**src/design/ccs_pkg.sv**
```systemverilog
// ----------------------------------------------------------------------------
// ccs_pkg: shared types and constants of the colour-cycle sequencer
// Request and response layouts, configuration layout, request kinds,
// configuration register indexes and colour-wheel constants.
// ----------------------------------------------------------------------------
package ccs_pkg;

  localparam int DEF_PALETTE_DEPTH = 16;

  localparam int COLOR_W    = 24;
  localparam int CHAN_W     = 8;
  localparam int KIND_W     = 2;
  localparam int ENTRY_W    = 4;
  localparam int COUNT_W    = 5;
  localparam int WAIT_W     = 16;
  localparam int CFG_IDX_W  = 2;
  localparam int CFG_DATA_W = 16;

  localparam logic [KIND_W-1:0] KIND_TICK    = 2'd0;
  localparam logic [KIND_W-1:0] KIND_WRITE   = 2'd1;
  localparam logic [KIND_W-1:0] KIND_RESTART = 2'd2;

  localparam logic [CFG_IDX_W-1:0] CFG_ENABLE = 2'd0;
  localparam logic [CFG_IDX_W-1:0] CFG_COUNT  = 2'd1;
  localparam logic [CFG_IDX_W-1:0] CFG_WAIT   = 2'd2;

  localparam logic [COLOR_W-1:0] WHEEL_START = 24'hFF0000;
  localparam logic [CHAN_W-1:0]  WHEEL_STEP  = 8'd3;
  localparam logic [CHAN_W-1:0]  CHAN_MAX    = 8'hFF;
  localparam logic [CHAN_W-1:0]  CHAN_MIN    = 8'h00;

  typedef struct packed {
    logic [KIND_W-1:0]  kind;
    logic [ENTRY_W-1:0] entry_index;
    logic [COLOR_W-1:0] entry_color;
  } in_req_t;

  typedef struct packed {
    logic [COLOR_W-1:0] color;
    logic               painted;
  } out_rsp_t;

  typedef struct packed {
    logic               custom_enable;
    logic [COUNT_W-1:0] color_count;
    logic [WAIT_W-1:0]  step_wait;
    logic               restart;
  } cfg_t;

endpackage

```
**src/design/ccs_palette.sv**
```systemverilog
// ----------------------------------------------------------------------------
// ccs_palette: palette memory
// One write port and one read port with registered read data.
// ----------------------------------------------------------------------------
module ccs_palette #(
  parameter  int PALETTE_DEPTH = ccs_pkg::DEF_PALETTE_DEPTH,
  localparam int IDX_W         = $clog2(PALETTE_DEPTH)
) (
  input  logic                        clk,
  input  logic                        we,
  input  logic [IDX_W-1:0]            waddr,
  input  logic [ccs_pkg::COLOR_W-1:0] wdata,
  input  logic                        re,
  input  logic [IDX_W-1:0]            raddr,
  output logic [ccs_pkg::COLOR_W-1:0] rdata
);
  import ccs_pkg::*;

  logic [COLOR_W-1:0] mem_r [PALETTE_DEPTH];
  logic [COLOR_W-1:0] rdata_r;

  always_ff @(posedge clk) begin
    if (we) begin
      mem_r[waddr] <= wdata;
    end
  end

  always_ff @(posedge clk) begin
    if (re) begin
      rdata_r <= mem_r[raddr];
    end
  end

  assign rdata = rdata_r;

endmodule

```
**src/design/ccs_seq.sv**
```systemverilog
// ----------------------------------------------------------------------------
// ccs_seq: step sequencer
// Small one-hot controller: wheel phase search and ramp around one channel
// stepper, palette segment scan over the palette memory, fade step.
// ----------------------------------------------------------------------------
module ccs_seq #(
  parameter  int PALETTE_DEPTH = ccs_pkg::DEF_PALETTE_DEPTH,
  localparam int IDX_W         = $clog2(PALETTE_DEPTH)
) (
  input  logic              clk,
  input  logic              rst_n,
  input  ccs_pkg::cfg_t     cfg,
  input  logic              req_valid,
  output logic              req_ready,
  input  ccs_pkg::in_req_t  req,
  output logic              rsp_valid,
  input  logic              rsp_ready,
  output ccs_pkg::out_rsp_t rsp
);
  import ccs_pkg::*;

  localparam int CNT_W = IDX_W + 1;

  localparam logic [2:0] PH_G_UP = 3'd0;
  localparam logic [2:0] PH_R_DN = 3'd1;
  localparam logic [2:0] PH_B_UP = 3'd2;
  localparam logic [2:0] PH_G_DN = 3'd3;
  localparam logic [2:0] PH_R_UP = 3'd4;
  localparam logic [2:0] PH_B_DN = 3'd5;
  localparam logic [2:0] PH_LOOP = 3'd6;

  typedef enum logic [5:0] {
    S_IDLE     = 6'b000001,
    S_PAL_RD   = 6'b000010,
    S_PAL_CMP  = 6'b000100,
    S_PAL_STEP = 6'b001000,
    S_WHEEL    = 6'b010000,
    S_EMIT     = 6'b100000
  } state_t;

  state_t             state_r, state_nxt;
  logic [COLOR_W-1:0] cur_r, cur_nxt;
  logic [COLOR_W-1:0] tgt_r, tgt_nxt;
  logic [COLOR_W-1:0] shown_r, shown_nxt;
  logic [IDX_W-1:0]   seg_r, seg_nxt;
  logic [2:0]         phase_r, phase_nxt;
  logic [WAIT_W-1:0]  wait_r, wait_nxt;
  logic               pend_r, pend_nxt;
  logic               paint_r, paint_nxt;
  logic [CNT_W-1:0]   scan_r, scan_nxt;
  logic [2:0]         spin_r, spin_nxt;

  logic               mem_we;
  logic               mem_re;
  logic [IDX_W-1:0]   mem_raddr;
  logic [COLOR_W-1:0] mem_rdata;

  logic [CNT_W-1:0]   n_used;
  logic [IDX_W-1:0]   seg_start, seg_a, seg_b, seg_pick;
  logic [CHAN_W-1:0]  wh_ch, wh_end, wh_v;
  logic               wh_up;
  logic [COLOR_W-1:0] fade_res;
  logic               do_restart;

  function automatic logic [IDX_W-1:0] seg_next(input logic [IDX_W-1:0] i,
                                                input logic [CNT_W-1:0] n);
    logic [CNT_W-1:0] inc;
    inc = {1'b0, i} + CNT_W'(1);
    return (inc < n) ? inc[IDX_W-1:0] : '0;
  endfunction

  function automatic logic [CHAN_W-1:0] wheel_get(input logic [COLOR_W-1:0] c,
                                                  input logic [2:0] p);
    logic [CHAN_W-1:0] v;
    case (p)
      PH_G_UP, PH_G_DN: v = c[15:8];
      PH_R_DN, PH_R_UP: v = c[23:16];
      default:          v = c[7:0];
    endcase
    return v;
  endfunction

  function automatic logic [COLOR_W-1:0] wheel_put(input logic [COLOR_W-1:0] c,
                                                   input logic [2:0] p,
                                                   input logic [CHAN_W-1:0] v);
    logic [COLOR_W-1:0] r;
    r = c;
    case (p)
      PH_G_UP, PH_G_DN: r[15:8]  = v;
      PH_R_DN, PH_R_UP: r[23:16] = v;
      default:          r[7:0]   = v;
    endcase
    return r;
  endfunction

  function automatic logic [2:0] phase_next(input logic [2:0] p);
    return (p >= PH_B_DN) ? PH_G_UP : p + 3'd1;
  endfunction

  ccs_palette #(
    .PALETTE_DEPTH (PALETTE_DEPTH)
  ) u_palette (
    .clk   (clk),
    .we    (mem_we),
    .waddr (IDX_W'(req.entry_index)),
    .wdata (req.entry_color),
    .re    (mem_re),
    .raddr (mem_raddr),
    .rdata (mem_rdata)
  );

  always_comb begin
    if (cfg.color_count == '0) begin
      n_used = CNT_W'(1);
    end else if (int'(cfg.color_count) > PALETTE_DEPTH) begin
      n_used = CNT_W'(PALETTE_DEPTH);
    end else begin
      n_used = CNT_W'(cfg.color_count);
    end
  end

  assign seg_start = ({1'b0, seg_r} < n_used) ? seg_r : '0;
  assign seg_a     = seg_next(seg_r, n_used);
  assign seg_b     = seg_next(seg_a, n_used);
  assign seg_pick  = pend_r ? seg_start : seg_a;

  assign wh_ch  = wheel_get(cur_r, phase_r);
  assign wh_up  = (phase_r == PH_G_UP) || (phase_r == PH_B_UP) || (phase_r == PH_R_UP);
  assign wh_end = wh_up ? CHAN_MAX : CHAN_MIN;
  assign wh_v   = wh_up ? wh_ch + WHEEL_STEP : wh_ch - WHEEL_STEP;

  always_comb begin
    for (int k = 0; k < 3; k++) begin
      if (cur_r[k*CHAN_W +: CHAN_W] < tgt_r[k*CHAN_W +: CHAN_W]) begin
        fade_res[k*CHAN_W +: CHAN_W] = cur_r[k*CHAN_W +: CHAN_W] + CHAN_W'(1);
      end else if (cur_r[k*CHAN_W +: CHAN_W] > tgt_r[k*CHAN_W +: CHAN_W]) begin
        fade_res[k*CHAN_W +: CHAN_W] = cur_r[k*CHAN_W +: CHAN_W] - CHAN_W'(1);
      end else begin
        fade_res[k*CHAN_W +: CHAN_W] = cur_r[k*CHAN_W +: CHAN_W];
      end
    end
  end

  always_comb begin
    state_nxt  = state_r;
    cur_nxt    = cur_r;
    tgt_nxt    = tgt_r;
    shown_nxt  = shown_r;
    seg_nxt    = seg_r;
    phase_nxt  = phase_r;
    wait_nxt   = wait_r;
    pend_nxt   = pend_r;
    paint_nxt  = paint_r;
    scan_nxt   = scan_r;
    spin_nxt   = spin_r;
    req_ready  = 1'b0;
    rsp_valid  = 1'b0;
    mem_we     = 1'b0;
    mem_re     = 1'b0;
    mem_raddr  = seg_pick;
    do_restart = cfg.restart;

    case (state_r)
      S_IDLE: begin
        req_ready = 1'b1;
        if (req_valid) begin
          paint_nxt = 1'b0;
          state_nxt = S_EMIT;
          case (req.kind)
            KIND_TICK: begin
              if (wait_r != '0) begin
                wait_nxt = wait_r - WAIT_W'(1);
              end else if (cfg.custom_enable) begin
                if (cur_r == tgt_r || pend_r) begin
                  pend_nxt  = 1'b0;
                  seg_nxt   = seg_pick;
                  scan_nxt  = '0;
                  mem_re    = 1'b1;
                  state_nxt = S_PAL_RD;
                end else begin
                  state_nxt = S_PAL_STEP;
                end
              end else begin
                phase_nxt = (phase_r > PH_B_DN) ? PH_G_UP : phase_r;
                spin_nxt  = '0;
                state_nxt = S_WHEEL;
              end
            end
            KIND_WRITE: begin
              mem_we = (int'(req.entry_index) < PALETTE_DEPTH);
            end
            KIND_RESTART: begin
              do_restart = 1'b1;
            end
            default: begin
            end
          endcase
        end
      end
      S_PAL_RD: begin
        cur_nxt   = mem_rdata;
        mem_re    = 1'b1;
        mem_raddr = seg_a;
        state_nxt = S_PAL_CMP;
      end
      S_PAL_CMP: begin
        tgt_nxt = mem_rdata;
        if (cur_r != mem_rdata) begin
          state_nxt = S_PAL_STEP;
        end else if (scan_r + CNT_W'(1) < n_used) begin
          seg_nxt   = seg_a;
          cur_nxt   = mem_rdata;
          scan_nxt  = scan_r + CNT_W'(1);
          mem_re    = 1'b1;
          mem_raddr = seg_b;
        end else begin
          state_nxt = S_EMIT;
        end
      end
      S_PAL_STEP: begin
        shown_nxt = cur_r;
        cur_nxt   = fade_res;
        paint_nxt = 1'b1;
        wait_nxt  = cfg.step_wait;
        state_nxt = S_EMIT;
      end
      S_WHEEL: begin
        if (wh_ch == wh_end && spin_r != PH_LOOP) begin
          phase_nxt = phase_next(phase_r);
          spin_nxt  = spin_r + 3'd1;
        end else begin
          shown_nxt = cur_r;
          cur_nxt   = wheel_put(cur_r, phase_r, wh_v);
          if (wh_v == wh_end) begin
            phase_nxt = phase_next(phase_r);
          end
          paint_nxt = 1'b1;
          wait_nxt  = cfg.step_wait;
          state_nxt = S_EMIT;
        end
      end
      S_EMIT: begin
        rsp_valid = 1'b1;
        if (rsp_ready) begin
          state_nxt = S_IDLE;
        end
      end
      default: begin
        state_nxt = S_IDLE;
      end
    endcase

    if (do_restart) begin
      cur_nxt   = WHEEL_START;
      tgt_nxt   = '0;
      seg_nxt   = '0;
      phase_nxt = PH_G_UP;
      wait_nxt  = '0;
      pend_nxt  = 1'b1;
    end
  end

  always_ff @(posedge clk) begin
    if (!rst_n) begin
      state_r <= S_IDLE;
      cur_r   <= WHEEL_START;
      tgt_r   <= '0;
      shown_r <= '0;
      seg_r   <= '0;
      phase_r <= PH_G_UP;
      wait_r  <= '0;
      pend_r  <= 1'b1;
      paint_r <= 1'b0;
    end else begin
      state_r <= state_nxt;
      cur_r   <= cur_nxt;
      tgt_r   <= tgt_nxt;
      shown_r <= shown_nxt;
      seg_r   <= seg_nxt;
      phase_r <= phase_nxt;
      wait_r  <= wait_nxt;
      pend_r  <= pend_nxt;
      paint_r <= paint_nxt;
    end
  end

  always_ff @(posedge clk) begin
    scan_r <= scan_nxt;
    spin_r <= spin_nxt;
  end

  assign rsp.color   = shown_r;
  assign rsp.painted = paint_r;

endmodule

```
**src/design/color_cycle_sequencer.sv**
```systemverilog
// Flow: a non-tick request or a waiting tick goes from idle straight to the emit state.
// A wheel tick first passes the wheel state, whose phase search skips finished ramps.
// A palette fade tick passes the step state; a tick that loads a segment first reads the
// palette, compares segments (one read each) and skips the step if all in use are flat.
// Throughput: one request at a time; the next is taken while a response waits.
// Reset: synchronous, active low; wheel mode, start colour FF0000, no response held.
// ----------------------------------------------------------------------------
// color_cycle_sequencer: timed RGB colour-cycle sequencer
// Configuration registers, response register and the step sequencer.
// ----------------------------------------------------------------------------
module color_cycle_sequencer #(
  parameter int PALETTE_DEPTH = ccs_pkg::DEF_PALETTE_DEPTH
) (
  input  logic                           clk,
  input  logic                           rst_n,
  input  logic                           in_valid,
  output logic                           in_ready,
  input  ccs_pkg::in_req_t               in_req,
  output logic                           out_valid,
  input  logic                           out_ready,
  output ccs_pkg::out_rsp_t              out_rsp,
  input  logic                           cfg_we,
  input  logic [ccs_pkg::CFG_IDX_W-1:0]  cfg_index,
  input  logic [ccs_pkg::CFG_DATA_W-1:0] cfg_wdata
);
  import ccs_pkg::*;

  logic               en_r, en_nxt;
  logic [COUNT_W-1:0] count_r, count_nxt;
  logic [WAIT_W-1:0]  wait_r, wait_nxt;
  logic               out_valid_r, out_valid_nxt;
  out_rsp_t           out_rsp_r;
  cfg_t               cfg;
  logic               cfg_restart;
  logic               rsp_valid;
  logic               rsp_ready;
  out_rsp_t           rsp;

  always_comb begin
    en_nxt      = en_r;
    count_nxt   = count_r;
    wait_nxt    = wait_r;
    cfg_restart = 1'b0;
    if (cfg_we) begin
      case (cfg_index)
        CFG_ENABLE: begin
          en_nxt      = cfg_wdata[0];
          cfg_restart = 1'b1;
        end
        CFG_COUNT: begin
          count_nxt = cfg_wdata[COUNT_W-1:0];
        end
        CFG_WAIT: begin
          wait_nxt = cfg_wdata[WAIT_W-1:0];
        end
        default: begin
        end
      endcase
    end
  end

  assign cfg = '{custom_enable: en_r, color_count: count_r, step_wait: wait_r,
                 restart: cfg_restart};

  ccs_seq #(
    .PALETTE_DEPTH (PALETTE_DEPTH)
  ) u_seq (
    .clk       (clk),
    .rst_n     (rst_n),
    .cfg       (cfg),
    .req_valid (in_valid),
    .req_ready (in_ready),
    .req       (in_req),
    .rsp_valid (rsp_valid),
    .rsp_ready (rsp_ready),
    .rsp       (rsp)
  );

  assign rsp_ready = !out_valid_r || out_ready;

  always_comb begin
    if (rsp_valid && rsp_ready) begin
      out_valid_nxt = 1'b1;
    end else if (out_ready) begin
      out_valid_nxt = 1'b0;
    end else begin
      out_valid_nxt = out_valid_r;
    end
  end

  always_ff @(posedge clk) begin
    if (!rst_n) begin
      en_r        <= 1'b0;
      count_r     <= COUNT_W'(1);
      wait_r      <= '0;
      out_valid_r <= 1'b0;
    end else begin
      en_r        <= en_nxt;
      count_r     <= count_nxt;
      wait_r      <= wait_nxt;
      out_valid_r <= out_valid_nxt;
    end
  end

  always_ff @(posedge clk) begin
    if (rsp_valid && rsp_ready) begin
      out_rsp_r <= rsp;
    end
  end

  assign out_valid = out_valid_r;
  assign out_rsp   = out_rsp_r;

endmodule

```
**config.mk**
```make
export PLATFORM = sky130hd
export DESIGN_NAME = color_cycle_sequencer
export DESIGN_NICKNAME = d
export VERILOG_FILES = /design/src/design/ccs_pkg.sv /design/src/design/ccs_palette.sv /design/src/design/ccs_seq.sv /design/src/design/color_cycle_sequencer.sv
export SDC_FILE = /design/constraint.sdc
export NUM_CORES = 1
export LEC_CHECK = 0
export BUFFER_PORTS_ARGS = -buffer_cell sky130_fd_sc_hd__buf_2
export CAP_MARGIN = 30
export CORE_ASPECT_RATIO = 1.2
export CORE_MARGIN = 3
export CORE_UTILIZATION = 50
export CTS_CLUSTER_DIAMETER = 80
export DETAILED_ROUTE_END_ITERATION = 12
export GPL_ROUTABILITY_DRIVEN = 0
export PLACE_DENSITY_LB_ADDON = 0.08
export SLEW_MARGIN = 20
export SYNTH_ARGS = -nofsm -noshare
export SYNTH_HDL_FRONTEND = slang
export SYNTH_SLANG_ARGS = --single-unit
export TNS_END_PERCENT = 5
```
**constraint.sdc**
```tcl
create_clock -name clk -period 7 [get_ports clk]
set_input_delay 0.7 -clock clk [delete_from_list [all_inputs] [get_ports clk]]
set_output_delay 0.7 -clock clk [all_outputs]
set_load 0.005 [all_outputs]
```
Yosys cells after proc, flatten, opt, wreduce, memory -nomap -nowiden
Memories as Yosys holds them, arrays and structs flattened. A register that Yosys moved wholly into a read port is not among the register bits.
Index checks and enable logic that the tools add are counted.
- register bits after elaboration: 159
- RAM bits: 384
- bits of input ports: 53
- output and inout port bits: 27
- word-level logic and storage cells: 223
- memories: 1
- add/subtract/negate cells: 14
- magnitude comparators: 13
- equal/unequal tests: 40
- multiplexer cells: 98
- bitwise gates (word level): 2
- reduce and logical (&&, ||, !) cells: 36
- memories (memory ; words ; bits a word ; rd ports ; clocked after memory_dff ; write ports ; RTL line ; RTL):
    u_seq.u_palette.mem_r ; 16 ; 24 ; 1 ; 1 ; 1 ; ccs_palette.sv:19 ; logic [COLOR_W-1:0] mem_r [PALETTE_DEPTH];
- operators by type and width (operator ; count):
    $mux W24 ; 4
    $pmux W24 S4 ; 1
    $mux W8 ; 11
    $mux W16 ; 4
    $mux W4 ; 14
    $mux W5 ; 10
    $pmux W16 S3 ; 1
    $pmux W24 S2 ; 1
    $mux W6 ; 7
    $mux W3 ; 13
    $pmux W6 S6 ; 1
    $reduce_and A6 Y1 ; 5
    $add A8 B1 Y8 const B ; 3
    $eq A24 B24 Y1 ; 1
    $gt A8 B8 Y1 ; 3
    $lt A8 B8 Y1 ; 3
    $ne A24 B24 Y1 ; 1
    $sub A8 B1 Y8 const B ; 3
    $mux W1 ; 23
    $ne A2 B2 Y1 const B ; 9
    $eq A8 B8 Y1 ; 2
    $pmux W4 S2 ; 2
    $pmux W8 S2 ; 1
    $reduce_bool A16 Y1 ; 1
    47 further kinds ; 79

Depth between registers and ports, before layout
- word-level depth: 12
- depth in mapped cells: 23
- gate-level depth less buffers: 20

By module
A second synthesis with hierarchy kept.
- cell total of the unflattened synthesis: 1741
- area total of the unflattened synthesis: 24880.1 µm²
- by module, submodules not included (module ; times used ; cells each ; area each (µm²)):
    ccs_palette ; 1 ; 636 ; 15170.8
    ccs_seq ; 1 ; 983 ; 8040.2
    color_cycle_sequencer ; 1 ; 122 ; 1669.1

Worst setup path after synthesis
Ideal clock, no wire load.
- path type: register -> register
- start: reg u_seq.seg_r[0]
- end: reg u_seq.u_palette.rdata_r[0] (netlist: u_seq.u_palette.rdata[0]) (read register of u_seq.u_palette.mem_r) (data pin)
- library setup time: 0.272 ns
- arrival: 4.847 ns
- slack: 1.881 ns
- cell stages (with the launch flop): 23
- buffers on the path: 2
- period minus slack after synthesis: 5.119 ns
- cell sequence: dfxtp_1 ha_1 xnor2_1 inv_1 ha_1 o21a_1 o21ai_0 a311oi_2 or2_2 nor3_1 ha_1 o21a_1 o31a_1 o31a_1 a2111oi_4 a2bb2oi_1 o21ai_1 buf_2 buf_2 mux2i_1 o21ai_0 a22o_1 or4_1
- cells in the longest elaborated chain, start to end: 9
- ends and longest elaborated chain (item ; RTL line ; RTL):
    start: declaration ; ccs_seq.sv:45 ; logic [IDX_W-1:0] seg_r, seg_nxt;
    start signal: assignment ; ccs_seq.sv:279 ; seg_r <= seg_nxt;
    $add A4 B1 Y5 ; ccs_seq.sv:68 ; inc = {1'b0, i} + CNT_W'(1);
    $lt A5 B5 Y1 ; ccs_seq.sv:69 ; return (inc < n) ? inc[IDX_W-1:0] : '0;
    $mux W4 ; ccs_seq.sv:69 ;
    $add A4 B1 Y5 ; ccs_seq.sv:68 ;
    $lt A5 B5 Y1 ; ccs_seq.sv:69 ;
    $mux W4 ; ccs_seq.sv:69 ;
    $mux W4 ; ccs_seq.sv:210 ; end else if (scan_r + CNT_W'(1) < n_used) begin
    $mux W4 ; ccs_seq.sv:208 ; if (cur_r != mem_rdata) begin
    $pmux W4 S2 * ; ccs_seq.sv:163 ; case (state_r)
    end: declaration ; ccs_palette.sv:20 ; logic [COLOR_W-1:0] rdata_r;
Every way passes the cells marked *; elsewhere a longest branch is shown, timed or not.
A chain may end at the register's enable or synchronous reset.

Final worst setup path
- start: reg u_seq.seg_r[0]
- end: reg u_seq.u_palette.rdata_r[10] (netlist: u_seq.u_palette.rdata[10]) (read register of u_seq.u_palette.mem_r) (data pin)
Same word-level chain as after synthesis.

==> qor.txt <==
GRT
-------------------------------------------------------------------------------------------------
Final global-route overflow total                                                               0
Initial antenna violation count                                                                 4
Pin count of the biggest net entering global routing                                           64
Vias in the first global route                                                              16020
Aggregate global-route resource usage                                                      22.87%
First-pass GRT wire length                                                               94.45 mm

FINISH
-------------------------------------------------------------------------------------------------
Number of nets in the layout                                                                 2220
Relative area change from synthesis to final layout                                        12.70%
Ratio of cells with drive above 1 in the final layout                                      12.27%
Number of fill cells in the layout                                                           4126

YOSYS
-------------------------------------------------------------------------------------------------
Number of flops mapped to enable cells by yosys                                               441
Multiplexer fraction of the synthesized cell area                                          8.748%
Post-Synth XOR/XNOR Area                                                                   2.177%
Net count of the mapped netlist                                                              2140
Synth Flop Type                                                                          edfxtp_1
Number of distinct library cell variants in the gate-level netlist after synthesis             78
Synth Warn #                                                                                    0
Seq/Total Area, Yosys                                                                      61.65%
Simple logic cell fraction of the synthesized area                                         9.800%
Dominant combinational cell family by area after synthesis                           compound AO/OA/AOI/OAI gates
Fraction of the mapped netlist area in compound gates                                      11.07%
Synthesized netlist cell count                                                               2012
Post-synthesis async set-or-reset flop share                                                   0%
Average size of a mapped cell                                                         12.71 sq um
Netlist area before placement                                                         25570 sq um
Adder and majority cell fraction of the synthesized area                                   3.787%
Register bit total from synthesis                                                             567

ROUTE
-------------------------------------------------------------------------------------------------
Final routed DRC violation total                                                                0
Detailed-route vias per instance                                                            5.824
Vias after detailed routing                                                                 16190
Top Layer Used                                                                               met5
Antenna-violating nets left                                                                     0
Wire length reported by the detailed router                                              61.20 mm
Metal1 wirelength                                                                        26.58 mm
First-pass DRT Iterations                                                                       5
Met2 WL                                                                                  30.09 mm
Length of routed met3 wiring                                                             2.609 mm
Number of DRC markers in iteration 0                                                         1161
Detail-routed net length per standard cell                                               22.02 um

CLOCKING
-------------------------------------------------------------------------------------------------
CTS Buf Count                                                                                  55
Root Driver                                                                             clkbuf_16
Clock tree from TritonCTS                                                                   built
Hold Buf Count CTS                                                                              0
Maximum clock path buffer count                                                                 3
Clk Latency, worst-skew pair                                                              0.62 ns
Clock Sinks                                                                                   567
Post-cts repair resize count                                                                    0
CTS clk-pin slew, worst paths                                                             0.06 ns
Post CTS Setup Buffer Count                                                                     0
H-tree lvl count                                                                                2

SETUP PATH
-------------------------------------------------------------------------------------------------
Largest driver fanout on the critical path                                                     43
Required time of the critical path                                                        7.36 ns
Element type at the critical path end                                                        flop
Kind of critical path                                                                flop to flop
Type of element launching the critical path                                                  flop
Arrival time reported for the critical path endpoint                                      6.64 ns

TIMING
-------------------------------------------------------------------------------------------------
Max-slew violation total from the final report                                                  0
Worst max-slew margin expressed relative to the limit                                      34.77%
Number of setup violations in the final report                                                  0
Highest Clock Rate                                                                      159.5 MHz
Worst-margin pin slew                                                                   0.9785 ns
Final Cycle Share                                                                          89.59%
Clock Skews                                                                            0.02090 ns
Total negative setup slack                                                                   0 ns
RSZ-0062 raised after global routing                                                           no
Worst hold slack                                                                        0.3376 ns
Number of failing hold endpoints at the final stage                                             0
Fin crit period                                                                          6.271 ns

DIE
-------------------------------------------------------------------------------------------------
Core area                                                                             50450 sq um
Die area                                                                              53910 sq um
I/O pin count                                                                                  80
Die Wd                                                                                   212.5 um
Placement Rows                                                                                 90
Initial core utilization                                                                   50.69%
Die Y-Extent                                                                             253.7 um

POWER AND IR DROP
-------------------------------------------------------------------------------------------------
IR drop worst, VDD                                                                      0.2716 mV
Leakage power total                                                                      10.45 nW
Power Density                                                                        251.0 nW/um^2

RUN
-------------------------------------------------------------------------------------------------
Max-capacitance violation count                                                                 0

PLACE
-------------------------------------------------------------------------------------------------
Placed wire-length estimate after detailed placement                                     40.42 mm
Number of buffer cells added on primary ports                                                  79

RUN STATUS
-------------------------------------------------------------------------------------------------
Run status                                                                              completed

WORST HOLD PATH
-------------------------------------------------------------------------------------------------
HP Class                                                                             input pin to flop

## worst max-delay path: stages (launching register included)
cell	delay [ns]
dfxtp_1	0.61
ha_1	0.30
xnor2_1	0.22
inv_1	0.15
ha_1	0.29
o21a_1	0.10
o21ai_0	0.26
a311oi_2	0.11
or2_2	0.36
nor3_1	0.28
ha_1	0.29
o21a_1	0.21
o31a_1	0.12
o31a_1	0.28
a2111oi_4	0.39
a2bb2oi_1	0.17
o21ai_4	0.26
buf_4	0.53
mux2i_1	0.27
o21ai_0	0.10
a22o_1	0.26
or4_1	0.46
## power breakdown
part           leakage (nW)  internal (mW)  total [mW]  switching (mW)
clock                 0.922           1.80        3.07            1.26
combinational          4.53          0.174       0.469           0.295
sequential             5.00           3.67        3.70          0.0318
## layer usage
metal | global-route usage (%) | vias up
met5 | 0 | -
met4 | 7.378 | 4
met3 | 3.420 | 125
met2 | 39.17 | 360
met1 | 30.05 | 7983
li1 | - | 7718
## area by class of cell
type | instances | area (sq um) | share of cell area [%]
Clock buffer | 66 | 1438 | 4.988
Tap cell | 644 | 805.8 | 2.796
Antenna cell | 1 | 2.502 | 0.008682
Sequential cell | 567 | 15770 | 54.70
Inverter | 53 | 198.9 | 0.6903
Multi-Input combinational cell | 1286 | 9240 | 32.06
Clock inverter | 34 | 445.4 | 1.545
Timing Repair Buffer | 129 | 925.9 | 3.213
## cells by family after synthesis
family | Yosys count
XOR/XNOR | 62
multiplexers | 223
buffers and inverters | 159
AO/OA/AOI/OAI | 420
AND/OR/NAND/NOR | 506
adder cells (fa/ha/maj) | 75
flip-flops | 567
## stage by stage
step / std cells / utilization, % / area [sq um] / setup WS (ns) / total power, mW
floorplan: 2012 / - / 25570 / 1.881 / 4.076
global placement: 2669 / 52.96 / 26720 / 0.9755 / 4.223
detailed placement: 2677 / 53.31 / 26890 / 0.8272 / 4.239
CTS: 2777 / 57.04 / 28780 / 0.7775 / 7.311
global route: 2779 / 57.13 / 28820 / 0.2936 / 7.499
finish: 2780 / 57.13 / 28820 / 0.7286 / 7.236
## sequential cells by signal, summed over array words and instances, names as in the netlist, 6 cells and up
name / count
u_seq.state_r: 6
out_rsp: 25
u_seq.u_palette.mem_r: 384
wait_r: 16
u_seq.u_palette.rdata: 24
u_seq.wait_r: 16
u_seq.shown_r: 24
u_seq.cur_r: 24
u_seq.tgt_r: 24
## cells in the mapped netlist (17+ instances only)
library cell	count	area (sq um)
nor2_1	116	435.4
nor2b_1	66	412.9
nor3_1	24	120.1
nand2_1	142	533.0
mux2i_1	221	2212
clkbuf_1	61	229.0
a21o_1	21	157.7
a211oi_1	45	337.8
a22oi_1	29	217.7
edfxtp_1	441	13240
o22ai_1	21	131.4
inv_1	52	195.2
nand3_1	45	225.2
buf_2	29	145.1
ha_1	71	888.4
xor2_1	25	219.0
or4_1	20	150.1
a21oi_1	102	510.5
dfxtp_1	126	2522
xnor2_1	36	315.3
a22o_1	17	148.9
a21boi_0	18	135.1
o21ai_0	78	390.4
## cell usage in the layout, fill, tap and decap left out, types with 25 or more instances in the layout
cell type / count
ha_1: 71
xor2_1: 25
a22oi_1: 29
edfxtp_1: 441
a21oi_1: 102
inv_1: 52
mux2i_1: 221
clkbuf_16: 55
nor2b_1: 65
o21ai_0: 78
nand2_1: 141
buf_2: 79
nor2_1: 101
dfxtp_1: 126
nand3_1: 45
buf_4: 39
a211oi_1: 45
xnor2_1: 36
## worst paths after layout
check                                  startpoint                   endpoint  slack (ns)  cells after the start
worst max-delay path               u_seq.seg_r[0]  u_seq.u_palette.rdata[10]        0.73                     21
worst min-delay path                cfg_wdata[10]                 wait_r[10]        0.34                      3
worst max register to register     u_seq.seg_r[0]  u_seq.u_palette.rdata[10]        0.73                     21
worst min register to register  u_seq.shown_r[18]                out_rsp[19]        0.43                      0
No activity file was read; power rests on OpenSTA's default activity.
